==> config.mk <==
export PLATFORM = sky130hd
export DESIGN_NAME = serial_line_editor
export DESIGN_NICKNAME = d
export VERILOG_FILES = /design/src/sv/sle_pkg.sv /design/src/sv/sle_line_ram.sv /design/src/sv/serial_line_editor.sv
export SDC_FILE = /design/constraint.sdc
export NUM_CORES = 1
export LEC_CHECK = 0
export ABC_AREA = 1
export BUFFER_PORTS_ARGS = -buffer_cell sky130_fd_sc_hd__buf_2
export CAP_MARGIN = 5
export CELL_PAD_IN_SITES_DETAIL_PLACEMENT = 0
export CELL_PAD_IN_SITES_GLOBAL_PLACEMENT = 1
export CORE_MARGIN = 2
export CORE_UTILIZATION = 30
export DETAILED_ROUTE_END_ITERATION = 7
export GPL_ROUTABILITY_DRIVEN = 0
export GPL_TIMING_DRIVEN = 1
export PLACE_DENSITY = 0.54
export SYNTH_ARGS = -nofsm -noshare
export SYNTH_HDL_FRONTEND = slang
export SYNTH_HIERARCHICAL = 1
export SYNTH_SLANG_ARGS = --single-unit
==> constraint.sdc <==
create_clock -name clk -period 3.71 [get_ports clk]
set_input_delay 0.742 -clock clk [delete_from_list [all_inputs] [get_ports clk]]
set_output_delay 0.742 -clock clk [all_outputs]
set_load 0.005 [all_outputs]
==> src/sv/sle_pkg.sv <==
// ----------------------------------------------------------------------------
// sle_pkg
// Shared beat types and character codes for the serial line editor.
// ----------------------------------------------------------------------------
package sle_pkg;

    // Input beat: a received byte or a release of the completed line
    typedef struct packed {
        logic       operation;
        logic [7:0] rx_byte;
    } sle_item_t;

    // Output beat: one character of a completed line, or a marker for an empty line
    typedef struct packed {
        logic [7:0] line_byte;
        logic       byte_valid;
        logic       last;
        logic       overflow;
    } sle_result_t;

    // Operation codes
    localparam logic OP_BYTE    = 1'b0;
    localparam logic OP_RELEASE = 1'b1;

    // Character codes
    localparam logic [7:0] CH_CR     = 8'h0D;
    localparam logic [7:0] CH_BSLASH = 8'h5C;
    localparam logic [7:0] CH_SLASH  = 8'h2F;
    localparam logic [7:0] CH_BS     = 8'h08;
    localparam logic [7:0] CH_ESC    = 8'h1B;
    localparam logic [7:0] CH_DOLLAR = 8'h24;

endpackage

==> src/sv/sle_line_ram.sv <==
// ----------------------------------------------------------------------------
// sle_line_ram
// Line store: one write port, one read port, registered read data.
// ----------------------------------------------------------------------------
module sle_line_ram #(
    parameter int DEPTH = 64,
    parameter int AW    = 6
) (
    input  logic          clk,
    input  logic          wr_en,
    input  logic [AW-1:0] wr_addr,
    input  logic [7:0]    wr_data,
    input  logic          rd_en,
    input  logic [AW-1:0] rd_addr,
    output logic [7:0]    rd_data
);

    logic [7:0] mem [DEPTH];
    logic [7:0] rd_data_reg;

    // Write one character
    always_ff @(posedge clk)
    begin
        if (wr_en)
        begin
            mem[wr_addr] <= wr_data;
        end
    end

    // Registered read, hold data between reads
    always_ff @(posedge clk)
    begin
        if (rd_en)
        begin
            rd_data_reg <= mem[rd_addr];
        end
    end

    assign rd_data = rd_data_reg;

endmodule

==> src/sv/serial_line_editor.sv <==
// A completing byte passes a memory read state (ST_READ) and an output load
// state (ST_SEND) before its first result beat; an empty line goes straight to
// one output load (ST_EMPTY). Each further character takes one read and one
// load; result_stall can hold a load. Throughput: other items are taken one
// per cycle; input stalls while a line is emitted. Reset clears the position,
// the pending and dropped flags and the output register; the store is not cleared.
// ----------------------------------------------------------------------------
// serial_line_editor
// Builds a command line from received bytes and emits it on completion.
// ----------------------------------------------------------------------------
module serial_line_editor
    import sle_pkg::*;
#(
    parameter int LINE_CAPACITY = 64
) (
    input  logic        clk,
    input  logic        rst_n,
    input  logic        item_valid,
    output logic        item_stall,
    input  sle_item_t   item,
    output logic        result_valid,
    input  logic        result_stall,
    output sle_result_t result
);

    localparam int AW = (LINE_CAPACITY > 1) ? $clog2(LINE_CAPACITY) : 1;
    localparam int PW = $clog2(LINE_CAPACITY + 1);
    localparam logic [PW-1:0] CAP = PW'(LINE_CAPACITY);
    localparam logic [PW-1:0] ONE = PW'(1);

    typedef enum logic [1:0] {
        ST_IDLE,
        ST_READ,
        ST_SEND,
        ST_EMPTY
    } state_t;

    state_t      state_reg, state_next;
    logic [PW-1:0] wp_reg, wp_next;
    logic [PW-1:0] idx_reg, idx_next;
    logic        pending_reg, pending_next;
    logic        dropped_reg, dropped_next;
    logic        result_valid_reg, result_valid_next;
    sle_result_t result_reg, result_next;

    logic          wr_en;
    logic [AW-1:0] wr_addr;
    logic [7:0]    wr_data;
    logic          rd_en;
    logic [7:0]    rd_data;
    logic          accept;
    logic          out_free;
    logic          at_last;

    sle_line_ram #(
        .DEPTH (LINE_CAPACITY),
        .AW    (AW)
    ) u_ram (
        .clk     (clk),
        .wr_en   (wr_en),
        .wr_addr (wr_addr),
        .wr_data (wr_data),
        .rd_en   (rd_en),
        .rd_addr (idx_reg[AW-1:0]),
        .rd_data (rd_data)
    );

    assign accept   = item_valid && (state_reg == ST_IDLE);
    assign out_free = !result_valid_reg || !result_stall;
    assign at_last  = (idx_reg == (wp_reg - ONE));

    // Edit the line, walk the store on completion
    always_comb
    begin
        state_next        = state_reg;
        wp_next           = wp_reg;
        idx_next          = idx_reg;
        pending_next      = pending_reg;
        dropped_next      = dropped_reg;
        result_valid_next = result_valid_reg && result_stall;
        result_next       = result_reg;
        wr_en             = 1'b0;
        wr_addr           = wp_reg[AW-1:0];
        wr_data           = item.rx_byte;
        rd_en             = 1'b0;

        case (state_reg)
            ST_IDLE:
            begin
                if (accept)
                begin
                    if (item.operation == OP_RELEASE)
                    begin
                        wp_next      = '0;
                        pending_next = 1'b0;
                        dropped_next = 1'b0;
                    end
                    else if (!pending_reg)
                    begin
                        if (item.rx_byte inside {CH_CR, CH_BSLASH, CH_SLASH})
                        begin
                            idx_next   = '0;
                            state_next = (wp_reg == '0) ? ST_EMPTY : ST_READ;
                        end
                        else
                        begin
                            case (item.rx_byte)
                                CH_BS:
                                begin
                                    if (wp_reg != '0)
                                    begin
                                        wp_next = wp_reg - ONE;
                                    end
                                end
                                CH_ESC:
                                begin
                                    wp_next      = '0;
                                    dropped_next = 1'b0;
                                end
                                CH_DOLLAR:
                                begin
                                    wr_en        = 1'b1;
                                    wr_addr      = '0;
                                    wp_next      = ONE;
                                    dropped_next = 1'b0;
                                end
                                default:
                                begin
                                    if (wp_reg < CAP)
                                    begin
                                        wr_en   = 1'b1;
                                        wp_next = wp_reg + ONE;
                                    end
                                    else
                                    begin
                                        dropped_next = 1'b1;
                                    end
                                end
                            endcase
                        end
                    end
                end
            end
            ST_READ:
            begin
                rd_en      = 1'b1;
                state_next = ST_SEND;
            end
            ST_SEND:
            begin
                if (out_free)
                begin
                    result_valid_next      = 1'b1;
                    result_next.line_byte  = rd_data;
                    result_next.byte_valid = 1'b1;
                    result_next.last       = at_last;
                    result_next.overflow   = dropped_reg;
                    if (at_last)
                    begin
                        wp_next      = '0;
                        pending_next = 1'b1;
                        state_next   = ST_IDLE;
                    end
                    else
                    begin
                        idx_next   = idx_reg + ONE;
                        state_next = ST_READ;
                    end
                end
            end
            ST_EMPTY:
            begin
                if (out_free)
                begin
                    result_valid_next      = 1'b1;
                    result_next.line_byte  = '0;
                    result_next.byte_valid = 1'b0;
                    result_next.last       = 1'b1;
                    result_next.overflow   = dropped_reg;
                    pending_next           = 1'b1;
                    state_next             = ST_IDLE;
                end
            end
            default:
            begin
                state_next = ST_IDLE;
            end
        endcase
    end

    // Hold state and the output beat
    always_ff @(posedge clk or negedge rst_n)
    begin
        if (!rst_n)
        begin
            state_reg        <= ST_IDLE;
            wp_reg           <= '0;
            idx_reg          <= '0;
            pending_reg      <= 1'b0;
            dropped_reg      <= 1'b0;
            result_valid_reg <= 1'b0;
            result_reg       <= '0;
        end
        else
        begin
            state_reg        <= state_next;
            wp_reg           <= wp_next;
            idx_reg          <= idx_next;
            pending_reg      <= pending_next;
            dropped_reg      <= dropped_next;
            result_valid_reg <= result_valid_next;
            result_reg       <= result_next;
        end
    end

    assign item_stall   = (state_reg != ST_IDLE);
    assign result_valid = result_valid_reg;
    assign result       = result_reg;

endmodule
======== Word level (Yosys, flattened, before mapping) ========
Memories as Yosys holds them, arrays and structs flattened. A register that Yosys moved wholly into a read port is not among the register bits.
Index checks and enable logic that the tools add are counted.
storage, ports and cells
  register bits after elaboration ......... 30
  bits in writable memories ............... 512
  input port bits ......................... 13
  logic and storage cells ................. 122
  memories ................................ 1
memory list
  memory     words  width  rd ports  clocked after memory_dff  write ports  line                source
  u_ram.mem  64     8      1         1                         1            sle_line_ram.sv:18  logic [7:0] mem [DEPTH];
cells by class
  $add $sub $neg .......................... 3
  $lt $le $gt $ge ......................... 1
  equal/unequal tests ..................... 27
  mux-type cells .......................... 58
  reduce and logical (&&, ||, !) cells .... 22
operators with widths
  operator                                           number
  2-to-1 mux 7 bit                                   14
  2-to-1 mux 6 bit                                   6
  one-hot mux 7 bit (2 select lines)                 2
  2-to-1 mux 11 bit                                  2
  != test 2 bit, second input constant               11
  one-hot mux 11 bit (2 select lines)                1
  2-to-1 mux 1 bit                                   21
  one-hot mux 7 bit (3 select lines)                 1
  AND reduction 6 bit                                3
  == test 8 x 4 -> 1 bit, second input constant      2
  == test 8 x 6 -> 1 bit, second input constant      2
  adder 7 x 1 -> 7 bit, second input constant        2
  2-to-1 mux 2 bit                                   7
  != test 3 bit, second input constant               3
  == test 8 x 5 -> 1 bit, second input constant      1
  == test 8 x 7 -> 1 bit, second input constant      1
  one-hot mux 2 bit (4 select lines)                 1
  AND reduction 8 bit                                1
  == test 7 bit                                      1
  logical NOT 7 bit                                  1
  less-than comparator 7 bit, second input constant  1
  AND reduction 7 bit                                1
  nonzero test 7 bit                                 1
  subtractor 7 x 1 -> 7 bit, second input constant   1
  other kinds (15)                                   24

======== Longest topological paths before layout ========
Gate-level depths: netlist of the first run.
  depth after elaboration ................. 10
  mapped depth ............................ 15

======== Cells and area by module ========
The synthesis of the first run kept the hierarchy.
modules (own cells, without submodules)
  module              times used  cells an instance  area each (sq um)  sequential area each (sq um)
  sle_line_ram        1           1,805              21,419.3           15,615.0
  serial_line_editor  1           331                2,249.7            750.7

======== Worst setup path after synthesis of the first run ========
OpenSTA, ideal clock, no wires.
  kind .................................... in2reg
  from .................................... in item[4] in the netlist's numbering
  to ...................................... mem u_ram.mem[48][0], enable pin
  arrival time ............................ 2.946 ns
  data required time ...................... 3.315 ns
  slack ................................... 0.370 ns
  stages .................................. 10
  cells stage by stage .................... inv_1 -> nand3_1 -> inv_1 -> nand2_1 -> nand3_1 -> or2_2 -> a211oi_1 -> clkbuf_1 -> nand4_1 -> nor4_1
between the ends
  cells in the longest elaborated chain, start to end .. 10
ends and longest elaborated chain
  what                                                              line                       source
  from (decl)                                                       serial_line_editor.sv:20   input sle_item_t item,
  == test 8 x 5 -> 1 bit or == test 8 x 4 -> 1 bit (tied branches)  serial_line_editor.sv:107  case (item.rx_byte)
  OR reduction 2 bit (no line)                                      -
  one-hot mux 1 bit (2 select lines)                                serial_line_editor.sv:107
  2-to-1 mux 1 bit *                                                serial_line_editor.sv:100  if (item.rx_byte inside {CH_CR, CH_BSLASH, CH_SLASH})
  2-to-1 mux 1 bit *                                                serial_line_editor.sv:98   else if (!pending_reg)
  2-to-1 mux 1 bit *                                                serial_line_editor.sv:92   if (item.operation == OP_RELEASE)
  2-to-1 mux 1 bit *                                                serial_line_editor.sv:90   if (accept)
  2-to-1 mux 1 bit *                                                serial_line_editor.sv:87   case (state_reg)
  via wr_en                                                         serial_line_editor.sv:46   logic wr_en;
  2-to-1 mux 1 bit *                                                sle_line_ram.sv:24         if (wr_en)
  2-to-1 mux 1 bit (not written as such) *                          sle_line_ram.sv:26         mem[wr_addr] <= wr_data;
  to (decl)                                                         sle_line_ram.sv:18
Mark *: on every way through the listed nets, which the timed path passes. The rest lies on a longest branch.

======== Final worst setup path of the first run ========
  from .................................... reg state_reg[0]
  to ...................................... mem u_ram.mem[44][5], enable pin
RTL lines
  what                    line                                                source
  from (decl)             serial_line_editor.sv:38                            state_t state_reg, state_next;
  from (signal assigned)  serial_line_editor.sv:206                           state_reg <= state_next;
  logical NOT 2 bit *     serial_line_editor.sv:68, serial_line_editor.sv:87
  logical AND 1 bit       serial_line_editor.sv:68                            assign accept = item_valid && (state_reg == ST_IDLE);
  2-to-1 mux 6 bit        serial_line_editor.sv:90
  2-to-1 mux 6 bit *      serial_line_editor.sv:87
  via wr_addr[0]          serial_line_editor.sv:47                            logic [AW-1:0] wr_addr;
Marks and branches as above.

==> results of run 1 <==
==> worst register-to-register path: stages (launching register included) <==
cell	delay [ps]
sky130_fd_sc_hd__dfrtp_1	480
sky130_fd_sc_hd__nor2_4	260
sky130_fd_sc_hd__nand2_2	150
sky130_fd_sc_hd__nor4_2	230
sky130_fd_sc_hd__buf_4	180
sky130_fd_sc_hd__nor2_1	140
sky130_fd_sc_hd__inv_1	260
sky130_fd_sc_hd__nand4_1	360
sky130_fd_sc_hd__buf_4	320
sky130_fd_sc_hd__nor2_1	150
sky130_fd_sc_hd__buf_4	200
==> cells by family after synthesis <==
family | synth area share [%]
AOI/OAI and AO/OA | 0.7824
xor gates and xnor gates | 0.1480
adders and majority gates | 0.2115
buffers and inverters | 4.398
DFF | 69.14
and+or+nand+nor | 25.32
==> cell type report <==
class / count / area (µm²) / area share (%)
Sequential cell: 550 / 16370 / 60.33
Multi-Input combinational cell: 1416 / 6275 / 23.12
Clock buffer: 70 / 1518 / 5.592
Tap cell: 1050 / 1314 / 4.841
Timing Repair Buffer: 137 / 1041 / 3.836
Clock inverter: 37 / 414.1 / 1.526
Inverter: 51 / 201.4 / 0.7422
Antenna cell: 1 / 2.502 / 0.009220
==> cell usage after synthesis, types with 5 or more instances <==
cell and n:
sky130_fd_sc_hd__buf_4 15, sky130_fd_sc_hd__buf_1 10, sky130_fd_sc_hd__nor2_1 98, sky130_fd_sc_hd__dfrtp_1 30, sky130_fd_sc_hd__nor3_1 8, sky130_fd_sc_hd__nand4_1 15, sky130_fd_sc_hd__clkbuf_1 17, sky130_fd_sc_hd__buf_6 36
sky130_fd_sc_hd__edfxtp_1 520, sky130_fd_sc_hd__inv_1 46, sky130_fd_sc_hd__a21oi_1 5, sky130_fd_sc_hd__nand3_1 480, sky130_fd_sc_hd__nor4_1 8, sky130_fd_sc_hd__buf_2 39, sky130_fd_sc_hd__nand2_1 755, sky130_fd_sc_hd__a32o_1 8
sky130_fd_sc_hd__o21ai_0 5
==> cells in the final DEF (no fill, tap or decap), types with 4 or more instances in the layout <==
master / netlist / final
sky130_fd_sc_hd__nand2_1: 755 / 755
sky130_fd_sc_hd__edfxtp_1: 520 / 520
sky130_fd_sc_hd__nand3_1: 480 / 480
sky130_fd_sc_hd__buf_4: 15 / 106
sky130_fd_sc_hd__nor2_1: 98 / 98
sky130_fd_sc_hd__clkbuf_16: 0 / 59
sky130_fd_sc_hd__inv_1: 46 / 45
sky130_fd_sc_hd__dfrtp_1: 30 / 27
sky130_fd_sc_hd__buf_2: 39 / 25
sky130_fd_sc_hd__nand4_1: 15 / 15
sky130_fd_sc_hd__clkinv_1: 0 / 15
sky130_fd_sc_hd__clkbuf_1: 17 / 11
sky130_fd_sc_hd__clkinv_2: 0 / 10
sky130_fd_sc_hd__bufinv_16: 0 / 9
sky130_fd_sc_hd__nor3_1: 8 / 8
sky130_fd_sc_hd__a32o_1: 8 / 8
sky130_fd_sc_hd__buf_12: 0 / 6
sky130_fd_sc_hd__nor4_1: 8 / 6
sky130_fd_sc_hd__a21oi_1: 5 / 5
sky130_fd_sc_hd__o21ai_0: 5 / 5
sky130_fd_sc_hd__inv_2: 4 / 4
sky130_fd_sc_hd__nor2_4: 4 / 4
sky130_fd_sc_hd__xor2_1: 4 / 4
sky130_fd_sc_hd__ha_1: 4 / 4
==> power groups by stage <==
| stage | logic (mW) | clock network, mW | registers (mW) |
|---|---|---|---|
| final | 0.712 | 5.94 | 6.93 |
| after global routing | 0.792 | 6.31 | 6.94 |
| after CTS | 0.722 | 6.10 | 6.93 |
| after detailed placement | 0.721 | 0 | 7.06 |
| after global placement | 0.717 | 0 | 7.06 |
| after floorplan | 0.367 | 0 | 7.05 |
==> worst max path at each step <==
stage                                       endpoint  slack (ps)  cells after the start
after floorplan           u_ram/mem[48][0]$_DFFE_PP_         370                     10
after global placement    u_ram/mem[44][4]$_DFFE_PP_         190                     13
after detailed placement  u_ram/mem[44][5]$_DFFE_PP_         120                     13
after CTS                 u_ram/mem[44][5]$_DFFE_PP_         650                     10
after global routing      u_ram/mem[44][2]$_DFFE_PP_         400                     10
final                     u_ram/mem[44][5]$_DFFE_PP_         690                     10
==> layer usage <==
| layer | track usage (%) | vias up |
|---|---|---|
| met2 | 27.66 | 424 |
| met1 | 23.45 | 7731 |
| met4 | 4.539 | 6 |
| met3 | 2.960 | 110 |
| met5 | 0 | - |
| li1 | - | 7586 |
==> results.json, run 1 <==
{
  "post-layout-total-power_mw": 13.58,
  "crit_path_max_incr_delay_ps": 480,
  "count_of_non_filler_cells_in_the_finished_layout": 3312,
  "report.final.slew_viol_count": 0,
  "boundary_pin_count": 26,
  "worst_skew_pair.late_latency_ps": 630,
  "flip_flop_count_of_the_largest_register_all_copies_and_words_added": 512,
  "yosys_most_used_dff": "sky130_fd_sc_hd__edfxtp_1",
  "critical_path.max_fanout": 9,
  "fillCellCount": 7818,
  "place.detailed.hpwl_um": 43000,
  "postRouteAntennaNets": 0,
  "tightest_slew_ps": 1156,
  "placed_cells": 3204,
  "final_setup_slack_of_the_worst_path_ps": 686.2,
  "dpl-instance-area_um2": 25210,
  "detail_route.drc_violations": 0,
  "synth_edf_count": 520,
  "die_height_um": 284.9,
  "globalRoute.totalOverflow": 0,
  "cts_sinks": 550,
  "cp-start-kind": "flip-flop",
  "path_buf_inv": 4,
  "antenna_violations_before_repair": 4,
  "critPathKind": "flip-flop to flip-flop",
  "clk_path_buf_depth": 3,
  "floorplan.die.width_um": 284.9,
  "finish.instance_area_um2": 27140,
  "timing.critical_path.slowest_stage_cell": "sky130_fd_sc_hd__dfrtp_1",
  "timing.max_slew.rel_slack_pct": 22.83,
  "first_pass_grt_wire_length_um": 103200,
  "cts_tree": "done",
  "postSynthCellCount": 2136,
  "crit_path_end_kind": "flip-flop",
  "ys_seq_area_share_pct": 69.14,
  "drtIter0Drc": 1408,
  "asyncSetResetFlopFracSynth_pct": 5.455,
  "ctsHoldBuffers": 0,
  "num_rows": 103,
  "fin_skew_ps": 20.76,
  "clock_tree.root_cell": "sky130_fd_sc_hd__clkbuf_16",
  "synth_top_cell_area_share_pct": 65.97,
  "ys_warn_count": 6,
  "swShare_pct": 21.94,
  "wl_met1_um": 31640,
  "crit-reg2reg-capture": "u_ram/mem[44][5]$_DFFE_PP_",
  "design.die.area_um2": 81160,
  "worst_path_dominant_cell_family": "simple AND/OR/NAND/NOR gates",
  "routed-wl-met3_um": 3772,
  "min-delay-path-class": "primary input to asynchronous set/reset pin",
  "share_of_power_burned_in_combinational_logic_pct": 5.2,
  "power_switching_mw": 2.980,
  "top_layer_used": "met5",
  "initial_core_util_pct": 30.16,
  "ys_top_cells_by_area": "sky130_fd_sc_hd__edfxtp_1, sky130_fd_sc_hd__nand2_1, sky130_fd_sc_hd__nand3_1, sky130_fd_sc_hd__dfrtp_1, sky130_fd_sc_hd__buf_6",
  "dr_wl_met2_um": 32500,
  "finish.utilization_pct": 34.58,
  "fin_hold_ws_ps": 179.7,
  "upper_clock_frequency_limit_mhz": 330.7,
  "power_frac_seq_pct": 51.0,
  "nNetsFinal": 2232,
  "power-per-cell-area_nw_per_um2": 500.5,
  "cp_cell_sequence": "nor2_4 -> nand2_2 -> nor4_2 -> buf_4 -> nor2_1 -> inv_1 -> nand4_1 -> buf_4 -> nor2_1 -> buf_4",
  "ctsHtreeMaxLevel": 2,
  "route.detailed.wl_per_inst_um": 21.01,
  "post_cts_buffers": 0,
  "period_minus_slack_ps": 3024,
  "timing.setup.tns_ps": 0,
  "internal-power_mw": 10.60,
  "core_um2": 78480,
  "drt_wl_total_um": 69590,
  "timing.reg2reg.setup_slack_ps": 690,
  "synth_seq_cells": 550,
  "cts_buffers": 59,
  "netlist_area_um2": 23670,
  "number_of_failing_hold_endpoints_at_the_final_stage": 0,
  "cellLeakagePower_nw": 9.944,
  "area_growth_pct": 14.66,
  "maximum_number_of_pins_on_one_net_before_global_route_repair": 198,
  "synth.net_count": 2153,
  "reg2reg_depth": 10,
  "avgSynthCellArea_um2": 11.08,
  "report.final.setup_viol": 0,
  "run_status": "finished clean",
  "layout_worst_path_cycle_share_pct": 81.50,
  "share_clk_of_total_power_pct": 43.7,
  "port_buffers": 25,
  "cp_data_arrival_time_ps": 3340,
  "post_cts.resized_instances": 0,
  "detail_route.vias_per_cell": 4.788,
  "synth.distinct_cells": 37,
  "power.ir.vdd_worst_mv": 0.3481,
  "timing.critical_path.mode_cell": "sky130_fd_sc_hd__buf_4",
  "cp.required_ps": 4030,
  "gr-usage-all-layers_pct": 17.00,
  "first_global_vias": 15932,
  "rsz0062_at_grt": "no",
  "worstSetupStartpoint": "state_reg[0]$_DFFE_PN0P_",
  "first_pass_iters": 5,
  "count_of_max_cap_constraint_violations": 0,
  "clock_transition_at_path_regs_ps": 60,
  "vias": 15857,
  "synth_top_area_cell": "sky130_fd_sc_hd__edfxtp_1",
  "reg2reg_from": "state_reg[0]$_DFFE_PN0P_",
  "post_route_cells_drive_above_1_share_pct": 11.01,
  "place_worst_setup_slack_ps": 123.0
}
(Power assumes the default switching activity.)
==> inputs of run 2 (changes only) <==
==> constraint.sdc (replaced) <==
create_clock -name clk -period 3.1 [get_ports clk]
set_input_delay 0.62 -clock clk [delete_from_list [all_inputs] [get_ports clk]]
set_output_delay 0.62 -clock clk [all_outputs]
set_load 0.005 [all_outputs]
==> results.json, run 2 (synthesis gave the netlist of run 1 again) <==
{
  "run_status": "finished clean",
  "finish.utilization_pct": 35.02,
  "boundary_pin_count": 26,
  "layout_worst_path_cycle_share_pct": 87.46,
  "period_minus_slack_ps": 2711,
  "power-per-cell-area_nw_per_um2": 600.3,
  "place_worst_setup_slack_ps": -22.87,
  "swShare_pct": 22.31,
  "initial_core_util_pct": 30.16,
  "die_height_um": 284.9,
  "core_um2": 78480,
  "reg2reg_depth": 10,
  "timing.critical_path.mode_cell": "sky130_fd_sc_hd__buf_4",
  "crit_path_end_kind": "flip-flop",
  "crit_path_max_incr_delay_ps": 470,
  "rsz0062_at_grt": "no",
  "post_cts.resized_instances": 0,
  "cts_sinks": 550,
  "fin_skew_ps": 11.85,
  "global_route.usage.met3_pct": 3.256,
  "grt_util_met2_pct": 27.87,
  "route.detailed.wl_per_inst_um": 20.96,
  "crit-reg2reg-capture": "u_ram/mem[45][3]$_DFFE_PP_",
  "share_clk_of_total_power_pct": 44.2,
  "cp-start-kind": "flip-flop",
  "timing.reg2reg.setup_slack_ps": 390,
  "ctsHoldBuffers": 0,
  "layout.cells.most_common": "sky130_fd_sc_hd__nand2_1",
  "power.ir.vdd_worst_mv": 0.4532,
  "detail_route.vias_per_cell": 4.767,
  "postRouteAntennaNets": 0,
  "grt_most_used_layer": "met2",
  "critPathKind": "flip-flop to flip-flop",
  "floorplan.die.width_um": 284.9,
  "ctsHtreeMaxLevel": 2,
  "clock_tree.root_cell": "sky130_fd_sc_hd__clkbuf_16",
  "antenna_cells_inserted": 0,
  "first_pass_iters": 7,
  "report.final.slew_viol_count": 0,
  "vias": 15942,
  "flip_flop_count_of_the_largest_register_all_copies_and_words_added": 512,
  "share_of_power_burned_in_combinational_logic_pct": 5.5,
  "port_buffers": 25,
  "cp.required_ps": 3430,
  "number_of_failing_hold_endpoints_at_the_final_stage": 0,
  "timing.critical_path.slowest_stage_cell": "sky130_fd_sc_hd__dfrtp_1",
  "timing.max_slew.rel_slack_pct": 21.48,
  "worst_skew_pair.late_latency_ps": 640,
  "cts_buffers": 61,
  "post_cts_buffers": 0,
  "drtIter0Drc": 1490,
  "first_global_vias": 16091,
  "num_rows": 103,
  "cp_data_arrival_time_ps": 3050,
  "clock_transition_at_path_regs_ps": 60,
  "globalRoute.totalOverflow": 0,
  "critical_path.max_fanout": 9,
  "gr-usage-all-layers_pct": 17.20,
  "drt_wl_total_um": 70100,
  "maximum_number_of_pins_on_one_net_before_global_route_repair": 196,
  "post_route_cells_drive_above_1_share_pct": 12.34,
  "upper_clock_frequency_limit_mhz": 368.9,
  "highest_count_cells_in_the_layout_ignoring_fill_and_taps": "sky130_fd_sc_hd__nand2_1, sky130_fd_sc_hd__edfxtp_1, sky130_fd_sc_hd__nand3_1",
  "min-delay-path-class": "primary input to asynchronous set/reset pin",
  "final_setup_slack_of_the_worst_path_ps": 388.9,
  "reg2reg_from": "state_reg[0]$_DFFE_PN0P_",
  "path_buf_inv": 4,
  "count_of_max_cap_constraint_violations": 0,
  "first_pass_grt_wire_length_um": 104400,
  "clk_path_buf_depth": 3,
  "cts_tree": "done",
  "place.detailed.hpwl_um": 44720,
  "timing.setup.tns_ps": 0,
  "finish.instance_area_um2": 27490,
  "worst_path_dominant_cell_family": "simple AND/OR/NAND/NOR gates",
  "power_frac_seq_pct": 50.3,
  "area_growth_pct": 16.13,
  "fin_hold_ws_ps": 49.49,
  "report.final.setup_viol": 0,
  "cellLeakagePower_nw": 10.11,
  "tightest_slew_ps": 1176,
  "nNetsFinal": 2259,
  "design.die.area_um2": 81160,
  "global_route.usage.met1_pct": 23.57,
  "cp_cell_sequence": "nor2_4 -> nand2_1 -> inv_1 -> nand2_1 -> a211oi_1 -> buf_4 -> nand4_1 -> buf_4 -> nor2_1 -> buf_4",
  "internal-power_mw": 12.82,
  "dpl-instance-area_um2": 25470,
  "detail_route.drc_violations": 0,
  "power_switching_mw": 3.681,
  "antenna_violations_before_repair": 7
}
## run 2: changes by cell type in the layout (fill, tap and decap cells not counted), sizes merged
cell      change
buf          +25
clkbuf        +7
clkinv        -6
clkinvlp      +6
inv           +2
bufinv        -1
diode         -1
## run 2: cell type report
cell class	instances	area, µm²
clock buffers	77	1597
clock inverters	38	421.7
fillers	7890	51000
inverters	51	201.4
multi-input cells	1416	6275
flip-flops and latches	550	16370
well taps	1050	1314
repair buffers	162	1304
## run 2: routing by layer
metal  routed length (µm)  up-vias
met2                32300      420
li1                     -     7647
met3                 4119      100
met4                 1790        6
met5                   37        -
met1                31860     7769
## run 2: worst max-delay path by stage
stage / start / to / cells after the start
after global placement: item[6] / u_ram/mem[11][5]$_DFFE_PP_ / 13
after floorplan: item[4] / u_ram/mem[48][0]$_DFFE_PP_ / 10
after global routing: state_reg[0]$_DFFE_PN0P_ / u_ram/mem[45][0]$_DFFE_PP_ / 10
after CTS: state_reg[0]$_DFFE_PN0P_ / u_ram/mem[45][4]$_DFFE_PP_ / 10
final: state_reg[0]$_DFFE_PN0P_ / u_ram/mem[45][3]$_DFFE_PP_ / 10
after detailed placement: item[6] / u_ram/mem[45][4]$_DFFE_PP_ / 13
## run 2: stage by stage
step | instances | power (mW)
2_1_floorplan | 2136 | 8.876
3_3_place_gp | 3229 | 9.364
3_5_place_dp | 3229 | 9.364
4_1_cts | 3344 | 16.69
5_1_grt | 3344 | 17.07
6_report | 3344 | 16.50
## run 2: power by group through the flow
stage                     clock [mW]  combinational, mW  sequential [mW]
after CTS                       7.48              0.921             8.29
after global placement             0              0.918             8.45
final                           7.30              0.911             8.29
after floorplan                    0              0.439             8.44
after detailed placement           0              0.918             8.45
after global routing            7.76               1.01             8.30
